--- src/assert_macros.svh ---
// ----------------------------------------------------------------------------
// Assertion macros
// Shared immediate-implication and next-cycle checks, clocked on clk and
// disabled while rst_n is low.
// ----------------------------------------------------------------------------
`ifndef ASSERT_MACROS_SVH
`define ASSERT_MACROS_SVH

// same-cycle implication
`define ASSERT_IMP(label, ante, cons, msg) \
  label: assert property (@(posedge clk) disable iff (!rst_n) (ante) |-> (cons)) \
    else $error(msg);

// next-cycle implication
`define ASSERT_NXT(label, ante, cons, msg) \
  label: assert property (@(posedge clk) disable iff (!rst_n) (ante) |=> (cons)) \
    else $error(msg);

`endif

--- src/blm_pkg.sv ---
// ----------------------------------------------------------------------------
// blm_pkg
// Types and constants shared by the battery level monitor modules.
// ----------------------------------------------------------------------------
package blm_pkg;

  localparam int WINDOW      = 32;
  localparam int SAMPLE_BITS = 12;
  localparam int CODE_W      = 12;
  localparam int SLOT_W      = $clog2(WINDOW);
  localparam int SUM_W       = SAMPLE_BITS + SLOT_W;
  localparam int CHG_W       = 7;
  localparam int SPAN_W      = 6;
  localparam int NUM_W       = SPAN_W + CODE_W;
  localparam int QUO_W       = 6;
  localparam int IDX_W       = 3;

  typedef logic [1:0] status_t;

  localparam status_t ST_OK       = 2'd0;
  localparam status_t ST_WARNING  = 2'd1;
  localparam status_t ST_LOW      = 2'd2;
  localparam status_t ST_CRITICAL = 2'd3;

  // register indexes
  localparam logic [IDX_W-1:0] REG_FULL     = 3'd0;
  localparam logic [IDX_W-1:0] REG_NOMINAL  = 3'd1;
  localparam logic [IDX_W-1:0] REG_WARN     = 3'd2;
  localparam logic [IDX_W-1:0] REG_LOW      = 3'd3;
  localparam logic [IDX_W-1:0] REG_CRITICAL = 3'd4;

  localparam logic [CODE_W-1:0] FULL_RST     = 12'd1421;
  localparam logic [CODE_W-1:0] NOMINAL_RST  = 12'd1252;
  localparam logic [CODE_W-1:0] WARN_RST     = 12'd1184;
  localparam logic [CODE_W-1:0] LOW_RST      = 12'd1117;
  localparam logic [CODE_W-1:0] CRITICAL_RST = 12'd1015;

  typedef struct packed {
    logic              start;
    logic [NUM_W-1:0]  num;
    logic [CODE_W-1:0] den;
  } div_req_t;

  typedef struct packed {
    logic             done;
    logic [QUO_W-1:0] quo;
  } div_rsp_t;

endpackage

--- src/blm_div.sv ---
// ----------------------------------------------------------------------------
// blm_div
// Restoring divider, one quotient bit per cycle. Quotient must fit QUO_W bits.
// ----------------------------------------------------------------------------
module blm_div (
  input  logic              clk,
  input  logic              rst_n,
  input  blm_pkg::div_req_t req,
  output blm_pkg::div_rsp_t rsp
);
  import blm_pkg::*;

  localparam int CNT_W = $clog2(QUO_W);

  logic              busy_r;
  logic              done_r;
  logic [CNT_W-1:0]  cnt_r;
  logic [NUM_W-1:0]  rem_r;
  logic [NUM_W-1:0]  dsr_r;
  logic [QUO_W-1:0]  quo_r;
  logic              ge;
  logic [NUM_W-1:0]  rem_sub;

  assign ge      = (rem_r >= dsr_r);
  assign rem_sub = rem_r - dsr_r;

  always_ff @(posedge clk) begin
    if (!rst_n) begin
      busy_r <= 1'b0;
      done_r <= 1'b0;
      cnt_r  <= '0;
    end else begin
      done_r <= 1'b0;
      if (req.start) begin
        busy_r <= 1'b1;
        cnt_r  <= '0;
      end else if (busy_r) begin
        cnt_r <= cnt_r + 1'b1;
        if (cnt_r == CNT_W'(QUO_W - 1)) begin
          busy_r <= 1'b0;
          done_r <= 1'b1;
        end
      end
    end
  end

  always_ff @(posedge clk) begin
    if (req.start) begin
      rem_r <= req.num;
      dsr_r <= NUM_W'(req.den) << (QUO_W - 1);
      quo_r <= '0;
    end else if (busy_r) begin
      if (ge) begin
        rem_r <= rem_sub;
      end
      quo_r <= {quo_r[QUO_W-2:0], ge};
      dsr_r <= dsr_r >> 1;
    end
  end

  assign rsp.done = done_r;
  assign rsp.quo  = quo_r;

endmodule

--- src/battery_level_monitor_unit.sv ---
// ----------------------------------------------------------------------------
// battery_level_monitor_unit
// Path from input transaction to out_valid: S_SUM, S_EVAL, S_MUL, then the
//   bit-serial divider in S_DIV for the charge segment, then S_DONE.
// One item at a time: a new input is taken only after S_DONE has passed it on.
// Reset (sync, rst_n low): thresholds to defaults, ring treated as all zero
//   via a fill flag, sum, slot, status and lamp state cleared.
// ----------------------------------------------------------------------------
module battery_level_monitor_unit (
  input  logic                        clk,
  input  logic                        rst_n,
  // input channel
  input  logic                        in_valid,
  output logic                        in_ready,
  input  logic [11:0]                 in_adc_sample,
  input  logic                        in_blink_phase,
  // result channel
  output logic                        out_valid,
  input  logic                        out_ready,
  output logic [11:0]                 out_average_code,
  output logic [6:0]                  out_charge_percent,
  output logic [1:0]                  out_level_status,
  output logic                        out_status_changed,
  output logic                        out_green_lamp,
  output logic                        out_red_lamp,
  output logic                        out_buzzer_on,
  // configuration write channel
  input  logic                        cfg_valid,
  output logic                        cfg_ready,
  input  logic [blm_pkg::IDX_W-1:0]   cfg_index,
  input  logic [blm_pkg::CODE_W-1:0]  cfg_data
);
  import blm_pkg::*;
  `include "assert_macros.svh"

  // one item in flight: sum -> classify -> multiply -> divide -> output
  typedef enum logic [5:0] {
    S_IDLE = 6'b000001,
    S_SUM  = 6'b000010,
    S_EVAL = 6'b000100,
    S_MUL  = 6'b001000,
    S_DIV  = 6'b010000,
    S_DONE = 6'b100000
  } state_t;

  state_t state_r, state_nxt;

  // threshold registers
  logic [CODE_W-1:0] full_r, nom_r, warn_r, low_r, crit_r;

  // sample ring: sync RAM with a registered read
  logic [SAMPLE_BITS-1:0] ring_mem [WINDOW];
  logic [SAMPLE_BITS-1:0] rd_data_r;
  logic                   wrapped_r;   // every slot written at least once
  logic [SLOT_W-1:0]      slot_r;
  logic [SUM_W-1:0]       sum_r, sum_nxt;
  logic [SAMPLE_BITS-1:0] sample_r;
  logic                   phase_r;
  logic [SAMPLE_BITS-1:0] old_sample;

  // per-item status state
  status_t last_status_r;
  logic    green_state_r, red_state_r;
  logic    changed_r, buzz_r;

  // classification
  logic [CODE_W-1:0] avg_c, avg_r;
  status_t           status_c;
  logic [CHG_W-1:0]  base_c, base_r;
  logic [SPAN_W-1:0] span_c, span_r;
  logic [CODE_W-1:0] diff_c, diff_r;
  logic [CODE_W-1:0] den_c, den_r;
  logic              green_nxt, red_nxt, buzz_nxt;

  logic [CHG_W-1:0]  charge_r;

  // output register
  logic              out_valid_r;
  logic              out_free;

  div_req_t div_req;
  div_rsp_t div_rsp;

  assign cfg_ready = 1'b1;
  assign in_ready  = (state_r == S_IDLE);
  assign out_free  = !out_valid_r || out_ready;

  // --- configuration -------------------------------------------------------
  always_ff @(posedge clk) begin
    if (!rst_n) begin
      full_r <= FULL_RST;
      nom_r  <= NOMINAL_RST;
      warn_r <= WARN_RST;
      low_r  <= LOW_RST;
      crit_r <= CRITICAL_RST;
    end else if (cfg_valid && cfg_ready) begin
      unique case (cfg_index)
        REG_FULL:     full_r <= cfg_data;
        REG_NOMINAL:  nom_r  <= cfg_data;
        REG_WARN:     warn_r <= cfg_data;
        REG_LOW:      low_r  <= cfg_data;
        REG_CRITICAL: crit_r <= cfg_data;
        default: ;    // indexes past the list are dropped
      endcase
    end
  end

  // --- FSM -----------------------------------------------------------------
  always_comb begin
    state_nxt = state_r;
    unique case (state_r)
      S_IDLE: if (in_valid) state_nxt = S_SUM;
      S_SUM:  state_nxt = S_EVAL;
      S_EVAL: state_nxt = S_MUL;
      S_MUL:  state_nxt = S_DIV;
      S_DIV:  if (div_rsp.done) state_nxt = S_DONE;
      S_DONE: if (out_free) state_nxt = S_IDLE;
      default: state_nxt = S_IDLE;
    endcase
  end

  always_ff @(posedge clk) begin
    if (!rst_n) begin
      state_r <= S_IDLE;
    end else begin
      state_r <= state_nxt;
    end
  end

  // --- ring read / write ---------------------------------------------------
  // Read of the slot to be replaced is issued on the accepting edge; the
  // write-back follows in S_SUM. Items never overlap, so no forwarding.
  always_ff @(posedge clk) begin
    if (in_valid && in_ready) begin
      rd_data_r <= ring_mem[slot_r];
    end
    if (state_r == S_SUM) begin
      ring_mem[slot_r] <= sample_r;
    end
  end

  always_ff @(posedge clk) begin
    if (in_valid && in_ready) begin
      sample_r <= in_adc_sample[SAMPLE_BITS-1:0];
      phase_r  <= in_blink_phase;
    end
  end

  // never-written slots read as the reset value, zero
  assign old_sample = wrapped_r ? rd_data_r : '0;
  assign sum_nxt    = sum_r - SUM_W'(old_sample) + SUM_W'(sample_r);

  always_ff @(posedge clk) begin
    if (!rst_n) begin
      sum_r     <= '0;
      slot_r    <= '0;
      wrapped_r <= 1'b0;
    end else if (state_r == S_SUM) begin
      sum_r <= sum_nxt;
      if (slot_r == SLOT_W'(WINDOW - 1)) begin
        slot_r    <= '0;
        wrapped_r <= 1'b1;
      end else begin
        slot_r <= slot_r + 1'b1;
      end
    end
  end

  // --- classification ------------------------------------------------------
  assign avg_c = CODE_W'(sum_r >> SLOT_W);

  always_comb begin
    if (avg_c >= warn_r) begin
      status_c = ST_OK;
    end else if (avg_c >= low_r) begin
      status_c = ST_WARNING;
    end else if (avg_c >= crit_r) begin
      status_c = ST_LOW;
    end else begin
      status_c = ST_CRITICAL;
    end
  end

  // Charge segment. Saturated cases divide zero by one. Each reachable
  // segment has a positive span, whatever the threshold order.
  always_comb begin
    base_c = '0;
    span_c = '0;
    diff_c = '0;
    den_c  = CODE_W'(1);
    if (avg_c >= full_r) begin
      base_c = CHG_W'(100);
    end else if (avg_c <= crit_r) begin
      base_c = '0;
    end else if (avg_c >= nom_r) begin
      base_c = CHG_W'(50);
      span_c = SPAN_W'(50);
      diff_c = avg_c - nom_r;
      den_c  = full_r - nom_r;
    end else if (avg_c >= warn_r) begin
      base_c = CHG_W'(20);
      span_c = SPAN_W'(30);
      diff_c = avg_c - warn_r;
      den_c  = nom_r - warn_r;
    end else if (avg_c >= low_r) begin
      base_c = CHG_W'(5);
      span_c = SPAN_W'(15);
      diff_c = avg_c - low_r;
      den_c  = warn_r - low_r;
    end else begin
      base_c = '0;
      span_c = SPAN_W'(5);
      diff_c = avg_c - crit_r;
      den_c  = low_r - crit_r;
    end
  end

  // lamps: green steady in ok, blinking in warning; red steady in low,
  // blinking in critical; buzzer follows the phase in critical only
  always_comb begin
    green_nxt = 1'b0;
    red_nxt   = 1'b0;
    buzz_nxt  = 1'b0;
    case (status_c)
      ST_OK: begin
        green_nxt = 1'b1;
      end
      ST_WARNING: begin
        green_nxt = !green_state_r;
      end
      ST_LOW: begin
        red_nxt = 1'b1;
      end
      default: begin
        red_nxt  = !red_state_r;
        buzz_nxt = phase_r;
      end
    endcase
  end

  always_ff @(posedge clk) begin
    if (!rst_n) begin
      last_status_r <= ST_OK;
      green_state_r <= 1'b0;
      red_state_r   <= 1'b0;
    end else if (state_r == S_EVAL) begin
      last_status_r <= status_c;
      green_state_r <= green_nxt;
      red_state_r   <= red_nxt;
    end
  end

  always_ff @(posedge clk) begin
    if (state_r == S_EVAL) begin
      avg_r     <= avg_c;
      base_r    <= base_c;
      span_r    <= span_c;
      diff_r    <= diff_c;
      den_r     <= den_c;
      changed_r <= (status_c != last_status_r);
      buzz_r    <= buzz_nxt;
    end
  end

  // --- charge division -----------------------------------------------------
  // product registered inside the divider on the start cycle
  assign div_req.start = (state_r == S_MUL);
  assign div_req.num   = NUM_W'(span_r) * NUM_W'(diff_r);
  assign div_req.den   = den_r;

  blm_div u_div (
    .clk   (clk),
    .rst_n (rst_n),
    .req   (div_req),
    .rsp   (div_rsp)
  );

  always_ff @(posedge clk) begin
    if ((state_r == S_DIV) && div_rsp.done) begin
      charge_r <= base_r + CHG_W'(div_rsp.quo);
    end
  end

  // --- output register -----------------------------------------------------
  // holds a finished transaction while the next item is taken in
  always_ff @(posedge clk) begin
    if (!rst_n) begin
      out_valid_r <= 1'b0;
    end else if ((state_r == S_DONE) && out_free) begin
      out_valid_r <= 1'b1;
    end else if (out_ready) begin
      out_valid_r <= 1'b0;
    end
  end

  always_ff @(posedge clk) begin
    if ((state_r == S_DONE) && out_free) begin
      out_average_code   <= avg_r;
      out_charge_percent <= charge_r;
      out_level_status   <= last_status_r;
      out_status_changed <= changed_r;
      out_green_lamp     <= green_state_r;
      out_red_lamp       <= red_state_r;
      out_buzzer_on      <= buzz_r;
    end
  end

  assign out_valid = out_valid_r;

  // --- checks --------------------------------------------------------------
  `ASSERT_IMP(a_lamps_excl, out_valid, !(out_green_lamp && out_red_lamp), "both lamps lit")
  `ASSERT_IMP(a_buzz_crit, out_valid && out_buzzer_on, out_level_status == ST_CRITICAL,
              "buzzer outside critical")
  `ASSERT_IMP(a_charge_rng, out_valid, out_charge_percent <= CHG_W'(100), "charge above 100")
  `ASSERT_NXT(a_one_item, in_valid && in_ready, !in_ready, "second item taken while busy")

endmodule
--- config.mk ---
export PLATFORM = sky130hd
export DESIGN_NAME = battery_level_monitor_unit
export DESIGN_NICKNAME = d
export VERILOG_FILES = /design/src/blm_pkg.sv /design/src/blm_div.sv /design/src/battery_level_monitor_unit.sv
export VERILOG_INCLUDE_DIRS = /design/src /design/src/src
export SDC_FILE = /design/constraint.sdc
export NUM_CORES = 1
export LEC_CHECK = 0
export BUFFER_PORTS_ARGS = -buffer_cell sky130_fd_sc_hd__buf_4
export CAP_MARGIN = 20
export CORE_ASPECT_RATIO = 2
export CORE_MARGIN = 5
export CORE_UTILIZATION = 55
export DETAILED_ROUTE_END_ITERATION = 12
export PLACE_DENSITY_LB_ADDON = 0.05
export SYNTH_ARGS = -nofsm -noshare
export SYNTH_HDL_FRONTEND = slang
export SYNTH_HIERARCHICAL = 1
export SYNTH_SLANG_ARGS = --single-unit
--- constraint.sdc ---
create_clock -name clk -period 3.88 [get_ports clk]
set_input_delay 0.388 -clock clk [delete_from_list [all_inputs] [get_ports clk]]
set_output_delay 0.388 -clock clk [all_outputs]
set_load 0.01 [all_outputs]
==> metrics.txt, run 1 <==
# TYPE chip_impl_metric gauge
chip_impl_metric{name="grt_overflow",unit=""} 0
chip_impl_info{name="synthFlopType",value="edfxtp_1"} 1
chip_impl_metric{name="grt_start_max_net_pins",unit=""} 49
chip_impl_metric{name="floorplan.die_area",unit="µm²"} 65300
chip_impl_metric{name="layout_worst_path_cycle_share",unit="%"} 112
chip_impl_metric{name="grt.total_usage",unit="%"} 29.1
chip_impl_metric{name="worst-slew-pin-transition",unit="ps"} 1110
chip_impl_metric{name="syn-cell-area",unit="µm²"} 33000
chip_impl_metric{name="multiInputGateArea",unit="µm²"} 14300
chip_impl_metric{name="timing.critical_path.arrival",unit="ps"} 4710
chip_impl_metric{name="initial_utilization",unit="%"} 55.3
chip_impl_metric{name="h_tree_lvls",unit=""} 2
chip_impl_metric{name="cts_sinks",unit=""} 629
chip_impl_metric{name="power_density",unit="nW/µm²"} 400
chip_impl_metric{name="synth_cells",unit=""} 2687
chip_impl_metric{name="worst_slew_margin_rel",unit="%"} 24.9
chip_impl_metric{name="yosys_warnings",unit=""} 6
chip_impl_metric{name="ys_types",unit=""} 87
chip_impl_metric{name="leakage",unit="nW"} 13.9
chip_impl_info{name="critical_path.top_delay_family",value="adder cells"} 1
chip_impl_metric{name="syn-num-nets",unit=""} 2959
chip_impl_metric{name="crit_path_max_incr_delay",unit="ps"} 520
chip_impl_metric{name="synth_async_sr_flop_share",unit="%"} 0
chip_impl_info{name="mostFrequentLayoutCells",value="edfxtp_1 (519), nand2_1 (271), inv_1 (225), buf_4 (214), ha_1 (168)"} 1
chip_impl_info{name="cp_cell_sequence",value="and2_4, fa_1, fa_1, inv_1, fa_1, inv_2, ha_4, or2_4, o31a_1, nand3_2, and3_4, o41ai_2, a21oi_1, xnor2_1, a221oi_1, nand3_1"} 1
chip_impl_metric{name="timing.setup.tns",unit="ps"} -1760
chip_impl_metric{name="routabilityCongestion",unit=""} 0.954
chip_impl_metric{name="final.fill_count",unit=""} 4675
chip_impl_metric{name="drt_first_iter_violations",unit=""} 1219
chip_impl_metric{name="fin_skew",unit="ps"} 15.7
chip_impl_metric{name="synth_enable_flop_cells",unit=""} 519
chip_impl_metric{name="vias",unit=""} 22200
chip_impl_metric{name="initial_antenna_violation_count",unit=""} 0
chip_impl_info{name="root_buffer",value="clkbuf_16"} 1
chip_impl_metric{name="totalWireLength",unit="mm"} 94.6
chip_impl_metric{name="crit_required",unit="ps"} 4230
chip_impl_metric{name="cts-buffers-inserted",unit=""} 53
chip_impl_metric{name="post-synth-top-area-fraction",unit="%"} 47.2
chip_impl_metric{name="core",unit="µm²"} 59700
chip_impl_metric{name="setup_viol_count_final",unit=""} 7
chip_impl_metric{name="clk_path_buf_depth",unit=""} 3
chip_impl_metric{name="vias_per_cell",unit=""} 6.03
chip_impl_metric{name="floorplan.die.width",unit="µm"} 183
chip_impl_info{name="critical-path-top-cell-by-count",value="fa_1"} 1
chip_impl_metric{name="drt.antenna.violating_nets",unit=""} 0
chip_impl_info{name="yosys.area.top_type",value="edfxtp_1"} 1
chip_impl_metric{name="syn_area_per_cell",unit="µm²"} 12.3
chip_impl_metric{name="sequential_cell_area",unit="µm²"} 17800
chip_impl_metric{name="fmax",unit="GHz"} 0.229
chip_impl_metric{name="peak_supply_drop",unit="mV"} 0.522
chip_impl_metric{name="clk_lat_worst_skew",unit="ps"} 620
chip_impl_metric{name="yosys_register_bits",unit=""} 629
chip_impl_metric{name="grt_first_pass_wirelength",unit="mm"} 141
chip_impl_metric{name="finalInstanceArea",unit="µm²"} 37500
chip_impl_metric{name="syn_to_final_growth",unit="%"} 13.5
chip_impl_metric{name="max_cap_viol_count",unit=""} 0
chip_impl_info{name="timing_worst_setup_path_type",value="flop to flop"} 1
chip_impl_info{name="worst_path_max_delay_cell",value="fa_1"} 1
chip_impl_metric{name="die_height",unit="µm"} 357
chip_impl_metric{name="antenna-diode-count",unit=""} 0
chip_impl_metric{name="placementRows",unit=""} 127
chip_impl_metric{name="clk_slew_on_worst_s_h_paths",unit="ps"} 70
chip_impl_metric{name="min_period",unit="ps"} 4360
chip_impl_metric{name="max_slew_violation_total_from_the_final_report",unit=""} 0
chip_impl_info{name="worstSetupStartpointType",value="flop"} 1
chip_impl_metric{name="post_route_cells_drive_above_1_share",unit="%"} 17.0
chip_impl_metric{name="final.setup.worst_slack",unit="ps"} -482
chip_impl_metric{name="ys_seq_area_share",unit="%"} 53.9
chip_impl_metric{name="timing.final.hold_violations",unit=""} 0
chip_impl_info{name="failed_checks",value="setup timing"} 1
chip_impl_info{name="status",value="finished with violations"} 1
chip_impl_info{name="netlist_top_cells_area",value="edfxtp_1 (47%), mux4_2 (7.1%), dfxtp_1 (6.7%)"} 1
chip_impl_info{name="timing.critical_path.to_type",value="flop"} 1
chip_impl_info{name="final_common_cell",value="edfxtp_1"} 1
chip_impl_info{name="hold_path_class",value="input pin to flop"} 1
chip_impl_metric{name="timing.critical_path.fanout_max",unit=""} 6
chip_impl_metric{name="boundaryPins",unit=""} 61
chip_impl_metric{name="final_nets",unit=""} 3146
chip_impl_metric{name="routed_wire_length_per_instance",unit="µm"} 25.6
chip_impl_metric{name="drt_drc_violations_left",unit=""} 0
chip_impl_metric{name="dpl_cell_area",unit="µm²"} 35400
chip_impl_metric{name="count_of_buffers_from_port_buffering",unit=""} 59
chip_impl_metric{name="first_pass_iters",unit=""} 5
chip_impl_info{name="tritoncts_clock_tree",value="built"} 1
chip_impl_metric{name="grt_pass1_vias",unit=""} 23600
chip_impl_info{name="rsz_0062_raised_after_global_routing",value="yes"} 1
chip_impl_metric{name="dp_hpwl",unit="mm"} 72.0
chip_impl_metric{name="cp.buffers_inverters",unit=""} 2
## power by group
part	internal, mW	switching, mW	total (mW)	leakage (nW)
clock	2.94	2.49	5.43	0.821
sequential	7.48	0.124	7.60	5.64
combinational	0.762	1.20	1.96	7.49
total	11.2	3.81	15.0	13.9
## worst min-delay path, delay by kind of cell
| kind | cells | cell delay [ps] |
|---|---|---|
| buffers and inverters | 1 | 120 |
| and+or+nand+nor | 1 | 50 |
| AOI/OAI and AO/OA | 1 | 80 |
## path summary, 6_finish.rpt
| path | endpoint | slack (ps) | cells past startpoint | from |
|---|---|---|---|---|
| max | u_div/rem_r[16]$_DFFE_PP_ | -480 | 16 | diff_r[6]$_SDFFCE_PP0P_ |
| min | low_r[4]$_SDFFE_PN1P_ | 70 | 3 | cfg_data[4] |
| max reg2reg | u_div/rem_r[16]$_DFFE_PP_ | -480 | 16 | diff_r[6]$_SDFFCE_PP0P_ |
| min reg2reg | out_charge_percent[3]$_DFFE_PP_ | 420 | 0 | charge_r[3]$_DFFE_PP_ |
## per-layer routing
metal  track usage [%]  vias to the layer above  share of wire [%]
met5                 0                        -                  0
met4              24.2                        0                 10
met3              2.88                      317                3.1
met2              55.9                      646                 55
met1              26.8                    11100                 31
li1                  -                    10200                  -
## sequential cells by signal (all words and copies together), names as in the netlist, 17 cells and up
name         cells
u_div/rem_r     18
sum_r           17
u_div/dsr_r     17
ring_mem       384
## cells by family after synthesis
kind of cell / Yosys count / synth area share [%]
adder cells (fa/ha/maj): 239 / 10.5
multiplexers: 149 / 8.49
AO/OA/AOI/OAI: 502 / 9.99
buffers and inverters: 334 / 3.92
XOR/XNOR: 104 / 2.76
AND/OR/NAND/NOR: 729 / 10.5
other: 1 / 0.0114
flip-flops: 629 / 53.9
## cell type report
class,instances,share of cell area [%]
sequential,629,47.5
clock buffer,63,3.64
clock inverter,33,0.978
tap,774,2.58
inverter,231,2.32
timing repair buffer,235,4.95
multi-input combinational,1724,38.0
## per-stage QoR
| stage | util (%) | total power, mW | hold WS [ps] | cells | setup WS (ps) |
|---|---|---|---|---|---|
| after CTS | 62.6 | 15.1 | 34.9 | 3688 | -475 |
| after global placement | 59.2 | 9.63 | 402 | 3568 | -609 |
| final | 62.7 | 15.0 | 65.0 | 3689 | -482 |
| after global routing | 62.7 | 15.5 | 60.8 | 3689 | -642 |
| after detailed placement | 59.2 | 9.67 | 405 | 3568 | -620 |
| after floorplan | - | 8.96 | 400 | 2687 | -257 |
## synthesized netlist by cell type (38+ instances only)
master / instances
o21ai_0: 84
and2_1: 82
clkbuf_1: 68
inv_1: 230
nor3_1: 46
o211ai_1: 45
a21oi_1: 160
nor2_1: 152
dfxtp_1: 110
xnor2_1: 67
nand3_1: 38
fa_1: 63
ha_1: 176
mux4_2: 104
nand2_1: 271
edfxtp_1: 519
## repair_timing
| action | CTS | global route |
|---|---|---|
| endpoints found under the hold margin | 13 | 0 |
| resized for setup | 19 | 17 |
| endpoints found under the setup margin | 8 | 12 |
| pin swaps | 23 | 7 |
| buffers inserted | 11 | 0 |
| hold buffers | 13 | 0 |
Note: power is estimated with default switching activity, not from simulation.
==> run 2, diff against run 1 <==
Settings changed: CELL_PAD_IN_SITES_DETAIL_PLACEMENT set to 1, CELL_PAD_IN_SITES_GLOBAL_PLACEMENT set to 1, CORE_UTILIZATION 55 to 47.
==> metrics.txt, run 2 (same netlist as run 1, synthesis figures left out) <==
# TYPE chip_impl_metric gauge
chip_impl_metric{name="core",unit="µm²"} 69800
chip_impl_metric{name="dp_hpwl",unit="mm"} 81.8
chip_impl_metric{name="routabilityCongestion",unit=""} 0.931
chip_impl_metric{name="die_height",unit="µm"} 385
chip_impl_metric{name="vias_per_cell",unit=""} 5.83
chip_impl_metric{name="initial_utilization",unit="%"} 47.3
chip_impl_metric{name="totalWireLength",unit="mm"} 105
chip_impl_metric{name="final_nets",unit=""} 3188
chip_impl_info{name="hold_path_class",value="input pin to flop"} 1
chip_impl_info{name="tritoncts_clock_tree",value="built"} 1
chip_impl_metric{name="grt_overflow",unit=""} 0
chip_impl_metric{name="timing.critical_path.fanout_max",unit=""} 4
chip_impl_metric{name="worst_slew_margin_rel",unit="%"} 39.6
chip_impl_metric{name="initial_antenna_violation_count",unit=""} 0
chip_impl_metric{name="worst-slew-pin-transition",unit="ps"} 905
chip_impl_info{name="max_flop_register",value="ring_mem"} 1
chip_impl_metric{name="max_slew_violation_total_from_the_final_report",unit=""} 0
chip_impl_metric{name="cts-buffers-inserted",unit=""} 56
chip_impl_metric{name="timing.critical_path.arrival",unit="ps"} 4790
chip_impl_metric{name="first_pass_iters",unit=""} 7
chip_impl_metric{name="post_route_cells_drive_above_1_share",unit="%"} 19.3
chip_impl_metric{name="whs_path_depth",unit=""} 3
chip_impl_metric{name="cts_sinks",unit=""} 629
chip_impl_metric{name="clk_path_buf_depth",unit=""} 3
chip_impl_info{name="final_common_cell",value="edfxtp_1"} 1
chip_impl_info{name="cp_cell_sequence",value="buf_6, and2_4, fa_1, fa_1, inv_2, fa_1, inv_2, ha_4, or2_4, o31a_1, nand3_2, and3_4, o41ai_4, a21oi_2, xnor2_2, a221oi_2, nand3_1"} 1
chip_impl_info{name="worstSetupStartpointType",value="flop"} 1
chip_impl_metric{name="peak_supply_drop",unit="mV"} 0.593
chip_impl_metric{name="grt_first_pass_wirelength",unit="mm"} 157
chip_impl_metric{name="h_tree_lvls",unit=""} 2
chip_impl_info{name="worst_path_max_delay_cell",value="fa_1"} 1
chip_impl_metric{name="finalNonFillerCells",unit=""} 3866
chip_impl_metric{name="floorplan.die_area",unit="µm²"} 76000
chip_impl_info{name="timing.critical_path.to_type",value="flop"} 1
chip_impl_info{name="mostFrequentLayoutCells",value="edfxtp_1 (519), nand2_1 (267), buf_4 (236), inv_1 (218), ha_1 (169)"} 1
chip_impl_metric{name="fin_skew",unit="ps"} 26.8
chip_impl_info{name="rsz_0062_raised_after_global_routing",value="yes"} 1
chip_impl_metric{name="grt.total_usage",unit="%"} 28.0
chip_impl_metric{name="hold_ws",unit="ps"} 45.7
chip_impl_metric{name="leakage",unit="nW"} 14.4
chip_impl_metric{name="power.net_switching",unit="mW"} 4.04
chip_impl_info{name="largestRegisters",value="ring_mem: 384 flops, u_div/rem_r: 18 flops"} 1
chip_impl_metric{name="crit_path_max_incr_delay",unit="ps"} 520
chip_impl_metric{name="report.power.total",unit="mW"} 15.6
chip_impl_metric{name="placementRows",unit=""} 137
chip_impl_metric{name="layout_worst_path_cycle_share",unit="%"} 114
chip_impl_metric{name="power_frac_clock",unit="%"} 37.9
chip_impl_metric{name="combinationalPowerShare",unit="%"} 13.4
chip_impl_metric{name="antenna-diode-count",unit=""} 0
chip_impl_metric{name="grt_pass1_vias",unit=""} 25200
chip_impl_metric{name="boundaryPins",unit=""} 61
chip_impl_metric{name="crit_required",unit="ps"} 4260
chip_impl_metric{name="fmax",unit="GHz"} 0.227
chip_impl_metric{name="final.fill_count",unit=""} 7048
chip_impl_metric{name="cp_num_cells",unit=""} 17
chip_impl_metric{name="place_inst",unit=""} 3731
chip_impl_metric{name="vias",unit=""} 22500
chip_impl_metric{name="routed_wire_length_per_instance",unit="µm"} 27.3
chip_impl_info{name="root_buffer",value="clkbuf_16"} 1
chip_impl_metric{name="r2r_setup_slack",unit="ps"} -530
chip_impl_metric{name="dpl_cell_area",unit="µm²"} 35800
chip_impl_metric{name="power_frac_seq",unit="%"} 48.7
chip_impl_metric{name="clk_slew_on_worst_s_h_paths",unit="ps"} 80
chip_impl_metric{name="setup_viol_count_final",unit=""} 8
chip_impl_metric{name="final.setup.worst_slack",unit="ps"} -534
chip_impl_metric{name="p_int",unit="mW"} 11.6
chip_impl_info{name="critical_path.top_delay_family",value="adder cells"} 1
chip_impl_metric{name="drt_drc_violations_left",unit=""} 0
chip_impl_info{name="timing_worst_setup_path_type",value="flop to flop"} 1
chip_impl_metric{name="grt_start_max_net_pins",unit=""} 72
chip_impl_metric{name="syn_to_final_growth",unit="%"} 16.0
chip_impl_metric{name="reg2regPathDepth",unit=""} 17
chip_impl_metric{name="post_place_setup_slack",unit="ps"} -719
chip_impl_info{name="status",value="finished with violations"} 1
chip_impl_info{name="critical-path-top-cell-by-count",value="fa_1"} 1
chip_impl_metric{name="floorplan.die.width",unit="µm"} 197
chip_impl_info{name="failed_checks",value="setup timing"} 1
chip_impl_metric{name="finalInstanceArea",unit="µm²"} 38300
chip_impl_metric{name="drt_first_iter_violations",unit=""} 1120
chip_impl_metric{name="timing.final.hold_violations",unit=""} 0
chip_impl_metric{name="clk_lat_worst_skew",unit="ps"} 650
chip_impl_metric{name="drt.antenna.violating_nets",unit=""} 0
chip_impl_metric{name="count_of_buffers_from_port_buffering",unit=""} 59
chip_impl_metric{name="power_density",unit="nW/µm²"} 408
chip_impl_metric{name="max_cap_viol_count",unit=""} 0
chip_impl_metric{name="max_reg_flops",unit=""} 384
chip_impl_metric{name="cp.buffers_inverters",unit=""} 3
chip_impl_metric{name="switching_share",unit="%"} 25.8
chip_impl_metric{name="min_period",unit="ps"} 4410
[run 2: final cells by class]
| cell class | count | area, µm² | share of cell area, % |
|---|---|---|---|
| clock buffers | 66 | 1480 | 3.86 |
| clock inverters | 39 | 465 | 1.21 |
| inverters | 231 | 873 | 2.28 |
| multi-input cells | 1724 | 14300 | 37.4 |
| flip-flops and latches | 629 | 17800 | 46.4 |
| well taps | 903 | 1130 | 2.95 |
| repair buffers | 274 | 2250 | 5.86 |
[run 2: timing repair]
action / CTS / global route
hold buffers: 14 / 0
endpoints found under the hold margin: 15 / 0
resized for setup: 32 / 35
endpoints found under the setup margin: 10 / 17
pin swaps: 24 / 16
buffers inserted: 11 / 6
[run 2: power groups by stage]
stage	clock, mW	sequential, mW	combinational (mW)
after floorplan	0	7.74	1.22
after global placement	0	7.75	2.01
after detailed placement	0	7.75	2.08
after CTS	6.06	7.60	2.10
after global routing	6.36	7.61	2.28
final	5.92	7.60	2.10
[run 2: final timing paths]
path	to	startpoint
setup / recovery	u_div/rem_r[16]$_DFFE_PP_	span_r[0]$_SDFFCE_PP0P_
hold / removal	crit_r[3]$_SDFFE_PN0P_	cfg_data[3]
setup reg to reg	u_div/rem_r[16]$_DFFE_PP_	span_r[0]$_SDFFCE_PP0P_
hold reg to reg	out_charge_percent[4]$_DFFE_PP_	charge_r[4]$_DFFE_PP_
[run 2: through the flow]
step                      setup TNS [ps]  util (%)
after global placement             -2300      51.3
after CTS                          -2090      54.7
after global routing               -3560      54.9
after floorplan                     -411         -
after detailed placement           -2740      51.4
final                              -2230      54.9
[run 2: worst reg2reg max path, stage by stage, from the launching register on]
cell and delay (ps):
edfxtp_1 480, buf_6 170, and2_4 130, fa_1 470
fa_1 520, inv_2 40, fa_1 500, inv_2 50
ha_4 260, or2_4 110, o31a_1 170, nand3_2 100
and3_4 180, o41ai_4 370, a21oi_2 120, xnor2_2 150
a221oi_2 230, nand3_1 100
[run 2: metal layers]
layer	GRT usage, %	part of all wire (%)	vias up
met1	25.8	32	11500
li1	-	-	10300
met3	2.99	2.5	302
met5	0	0	-
met4	21.8	10	0
met2	54.2	56	459
==> run 3, diff against run 2 <==
Settings changed: CORE_UTILIZATION 47 to 48, SYNTH_HIERARCHICAL 1 to unset.
==> metrics.txt, run 3 <==
# TYPE chip_impl_metric gauge
chip_impl_info{name="status",value="finished with violations"} 1
chip_impl_info{name="failed_checks",value="setup timing"} 1
chip_impl_info{name="netlist_top_cells_area",value="edfxtp_1 (47%), mux4_2 (7.6%), dfxtp_1 (6.7%)"} 1
chip_impl_info{name="min-delay-start",value="cfg_data[10]"} 1
chip_impl_metric{name="grt_pass1_vias",unit=""} 25000
chip_impl_metric{name="syn_area_per_cell",unit="µm²"} 12.5
chip_impl_metric{name="max_cap_viol_count",unit=""} 0
chip_impl_info{name="root_buffer",value="clkbuf_16"} 1
chip_impl_metric{name="final_nets",unit=""} 3149
chip_impl_metric{name="final.fill_count",unit=""} 6902
chip_impl_metric{name="sequential_cell_area",unit="µm²"} 17800
chip_impl_metric{name="drt_first_iter_violations",unit=""} 990
chip_impl_info{name="max_flop_register",value="ring_mem"} 1
chip_impl_info{name="hold_worst_path_end",value="full_r[10]$_SDFFE_PN1P_"} 1
chip_impl_metric{name="cts_sinks",unit=""} 629
chip_impl_metric{name="cts-buffers-inserted",unit=""} 56
chip_impl_metric{name="timing.critical_path.fanout_max",unit=""} 6
chip_impl_metric{name="syn_to_final_growth",unit="%"} 15.0
chip_impl_metric{name="timing.final.hold_violations",unit=""} 0
chip_impl_metric{name="fmax",unit="GHz"} 0.240
chip_impl_metric{name="vias_per_cell",unit=""} 5.82
chip_impl_metric{name="ys_types",unit=""} 89
chip_impl_metric{name="clk_slew_on_worst_s_h_paths",unit="ps"} 70
chip_impl_metric{name="grt_start_max_net_pins",unit=""} 74
chip_impl_metric{name="totalWireLength",unit="mm"} 107
chip_impl_metric{name="clk_lat_worst_skew",unit="ps"} 640
chip_impl_info{name="most_used_standard_cells_in_the_synthesized_netlist",value="edfxtp_1 (519), nand2_1 (271), inv_1 (219), ha_1 (176), nor2_1 (134)"} 1
chip_impl_metric{name="drt_drc_violations_left",unit=""} 0
chip_impl_info{name="final_common_cell",value="edfxtp_1"} 1
chip_impl_metric{name="boundaryPins",unit=""} 61
chip_impl_info{name="rsz_0062_raised_after_global_routing",value="yes"} 1
chip_impl_metric{name="hold_ws",unit="ps"} 47.3
chip_impl_metric{name="reg2regPathDepth",unit=""} 16
chip_impl_metric{name="leakage",unit="nW"} 14.3
chip_impl_metric{name="post_route_cells_drive_above_1_share",unit="%"} 18.4
chip_impl_metric{name="clk_path_buf_depth",unit=""} 3
chip_impl_metric{name="worst_slew_margin_rel",unit="%"} 26.3
chip_impl_metric{name="max_reg_flops",unit=""} 384
chip_impl_metric{name="synth_async_sr_flop_share",unit="%"} 0
chip_impl_metric{name="r2r_setup_slack",unit="ps"} -290
chip_impl_metric{name="grt_first_pass_wirelength",unit="mm"} 158
chip_impl_info{name="critical_path.reg2reg.startpoint",value="span_r[2]$_SDFFCE_PP0P_"} 1
chip_impl_metric{name="min_period",unit="ps"} 4170
chip_impl_metric{name="synth_enable_flop_cells",unit=""} 519
chip_impl_metric{name="setup_viol_count_final",unit=""} 8
chip_impl_metric{name="initial_antenna_violation_count",unit=""} 6
chip_impl_metric{name="max_slew_violation_total_from_the_final_report",unit=""} 0
chip_impl_info{name="worstSetupStartpointType",value="flop"} 1
chip_impl_metric{name="vias",unit=""} 22300
chip_impl_metric{name="routabilityCongestion",unit=""} 0.946
chip_impl_metric{name="routed_wire_length_per_instance",unit="µm"} 27.9
chip_impl_metric{name="yosys_register_bits",unit=""} 629
chip_impl_info{name="synthFlopType",value="edfxtp_1"} 1
chip_impl_metric{name="final_core_utilization",unit="%"} 55.5
chip_impl_metric{name="peak_supply_drop",unit="mV"} 0.457
chip_impl_info{name="tritoncts_clock_tree",value="built"} 1
chip_impl_info{name="hold_path_class",value="input pin to flop"} 1
chip_impl_metric{name="count_of_buffers_from_port_buffering",unit=""} 59
chip_impl_metric{name="die_height",unit="µm"} 381
chip_impl_metric{name="synth_cells",unit=""} 2654
chip_impl_metric{name="fin_skew",unit="ps"} 29.9
chip_impl_metric{name="dp_hpwl",unit="mm"} 83.4
chip_impl_metric{name="syn-cell-area",unit="µm²"} 33100
chip_impl_metric{name="grt.total_usage",unit="%"} 28.6
chip_impl_info{name="largestRegisters",value="ring_mem: 384 flops, u_div.rem_r: 18 flops"} 1
chip_impl_info{name="terminus_of_the_critical_flop_to_flop_path",value="u_div.rem_r[16]$_DFFE_PP_"} 1
chip_impl_info{name="post-synth-top-count-cell",value="edfxtp_1"} 1
chip_impl_metric{name="placementRows",unit=""} 136
chip_impl_metric{name="h_tree_lvls",unit=""} 2
chip_impl_metric{name="multiInputGateArea",unit="µm²"} 14300
chip_impl_info{name="timing.critical_path.to_type",value="flop"} 1
chip_impl_info{name="yosys.area.top_type",value="edfxtp_1"} 1
chip_impl_metric{name="initial_utilization",unit="%"} 48.3
chip_impl_metric{name="floorplan.die_area",unit="µm²"} 74600
chip_impl_metric{name="ys_seq_area_share",unit="%"} 53.7
chip_impl_metric{name="syn-num-nets",unit=""} 2926
chip_impl_info{name="timing_worst_setup_path_type",value="flop to flop"} 1
chip_impl_metric{name="crit_required",unit="ps"} 4240
chip_impl_metric{name="yosys_warnings",unit=""} 0
chip_impl_metric{name="final.setup.worst_slack",unit="ps"} -288
chip_impl_metric{name="grt_overflow",unit=""} 0
chip_impl_info{name="mostFrequentLayoutCells",value="edfxtp_1 (519), nand2_1 (270), buf_4 (236), inv_1 (214), ha_1 (169)"} 1
chip_impl_metric{name="first_pass_iters",unit=""} 5
chip_impl_metric{name="core",unit="µm²"} 68600
chip_impl_metric{name="timing.critical_path.arrival",unit="ps"} 4530
chip_impl_metric{name="post-synth-top-area-fraction",unit="%"} 47.1
chip_impl_metric{name="floorplan.die.width",unit="µm"} 196
chip_impl_metric{name="worst-slew-pin-transition",unit="ps"} 1110
chip_impl_metric{name="power_density",unit="nW/µm²"} 407
chip_impl_metric{name="drt.antenna.violating_nets",unit=""} 0
chip_impl_metric{name="whs_path_depth",unit=""} 3
chip_impl_metric{name="layout_worst_path_cycle_share",unit="%"} 107
run 3: cell count changes in the layout (fill, tap and decap cells not counted), moves of 13 or more:
cell      previous run  this run
nor2_1             151       133
a21oi_1            150       105
nand3_1             36        49
a21boi_0             4        47
mux2i_1             37        19
run 3: worst max-delay path, stage by stage (launching register included):
cell      delay (ps)
edfxtp_1         410
buf_6            150
and2_4           150
fa_1             520
fa_1             520
inv_1             50
fa_1             490
inv_2             50
ha_4             270
o21a_1           160
a21oi_2           80
o21ai_2          200
a41oi_2          150
a211o_1          330
o21ai_2          140
xnor2_1          130
mux2i_1           90
run 3: layout make-up:
class	instances	share of cell area (%)
Timing Repair Buffer	261	5.52
Multi-Input combinational cell	1709	37.6
Sequential cell	629	46.8
Clock buffer	71	3.89
Clock inverter	33	1.10
Tap cell	897	2.95
Antenna cell	8	0.0526
Inverter	220	2.17
run 3: layer usage:
layer  routed length (µm)  share of wire, %  global-route usage, %
met1                31200                29                   24.8
met2                61700                58                   57.0
met5                    0                 0                      0
met4                11100                10                   23.1
met3                 2830               2.7                   2.62
run 3: per-stage QoR:
step	setup WS [ps]	std cells	power (mW)	setup TNS, ps	cell area (µm²)
finish	-288	3828	15.5	-1160	38100
global route	-448	3826	16.1	-2920	38000
CTS	-328	3817	15.6	-1130	37900
detailed placement	-583	3692	9.78	-2890	35700
global placement	-544	3692	9.70	-2800	35700
floorplan	3.23	2654	8.98	0	33100
run 3: power by group:
part           switching [mW]  internal (mW)  total, mW
sequential              0.103           7.49       7.60
combinational            1.26          0.798       2.06
clock                    2.59           3.26       5.85
total                    3.95           11.6       15.5
run 3: how the worst max path moves through the flow:
stage | end | start | slack [ps] | depth (start not counted)
6_report | u_div.rem_r[16]$_DFFE_PP_ | span_r[2]$_SDFFCE_PP0P_ | -290 | 16
5_1_grt | u_div.rem_r[16]$_DFFE_PP_ | span_r[0]$_SDFFCE_PP0P_ | -450 | 16
3_5_place_dp | u_div.rem_r[17]$_DFFE_PP_ | span_r[0]$_SDFFCE_PP0P_ | -580 | 15
3_3_place_gp | u_div.rem_r[17]$_DFFE_PP_ | span_r[0]$_SDFFCE_PP0P_ | -540 | 15
4_1_cts | u_div.rem_r[16]$_DFFE_PP_ | span_r[2]$_SDFFCE_PP0P_ | -330 | 16
2_1_floorplan | u_div.rem_r[16]$_DFFE_PP_ | span_r[0]$_SDFFCE_PP0P_ | 3 | 15
run 3: logic make-up after synthesis:
logic type / synth area share, %
xor gates and xnor gates: 2.70
DFF: 53.7
buffers and inverters: 3.86
AOI/OAI and AO/OA: 9.69
and+or+nand+nor: 11.1
other: 0.0113
adders and majority gates: 10.5
muxes: 8.47
run 3: timing repair:
| item | CTS | global route |
|---|---|---|
| buffers inserted | 8 | 4 |
| cloned | 0 | 0 |
| pin swaps | 21 | 8 |
| setup endpoints to repair | 11 | 11 |
| hold buffers | 13 | 0 |
| resized for setup | 25 | 14 |
| hold endpoints to repair | 13 | 0 |
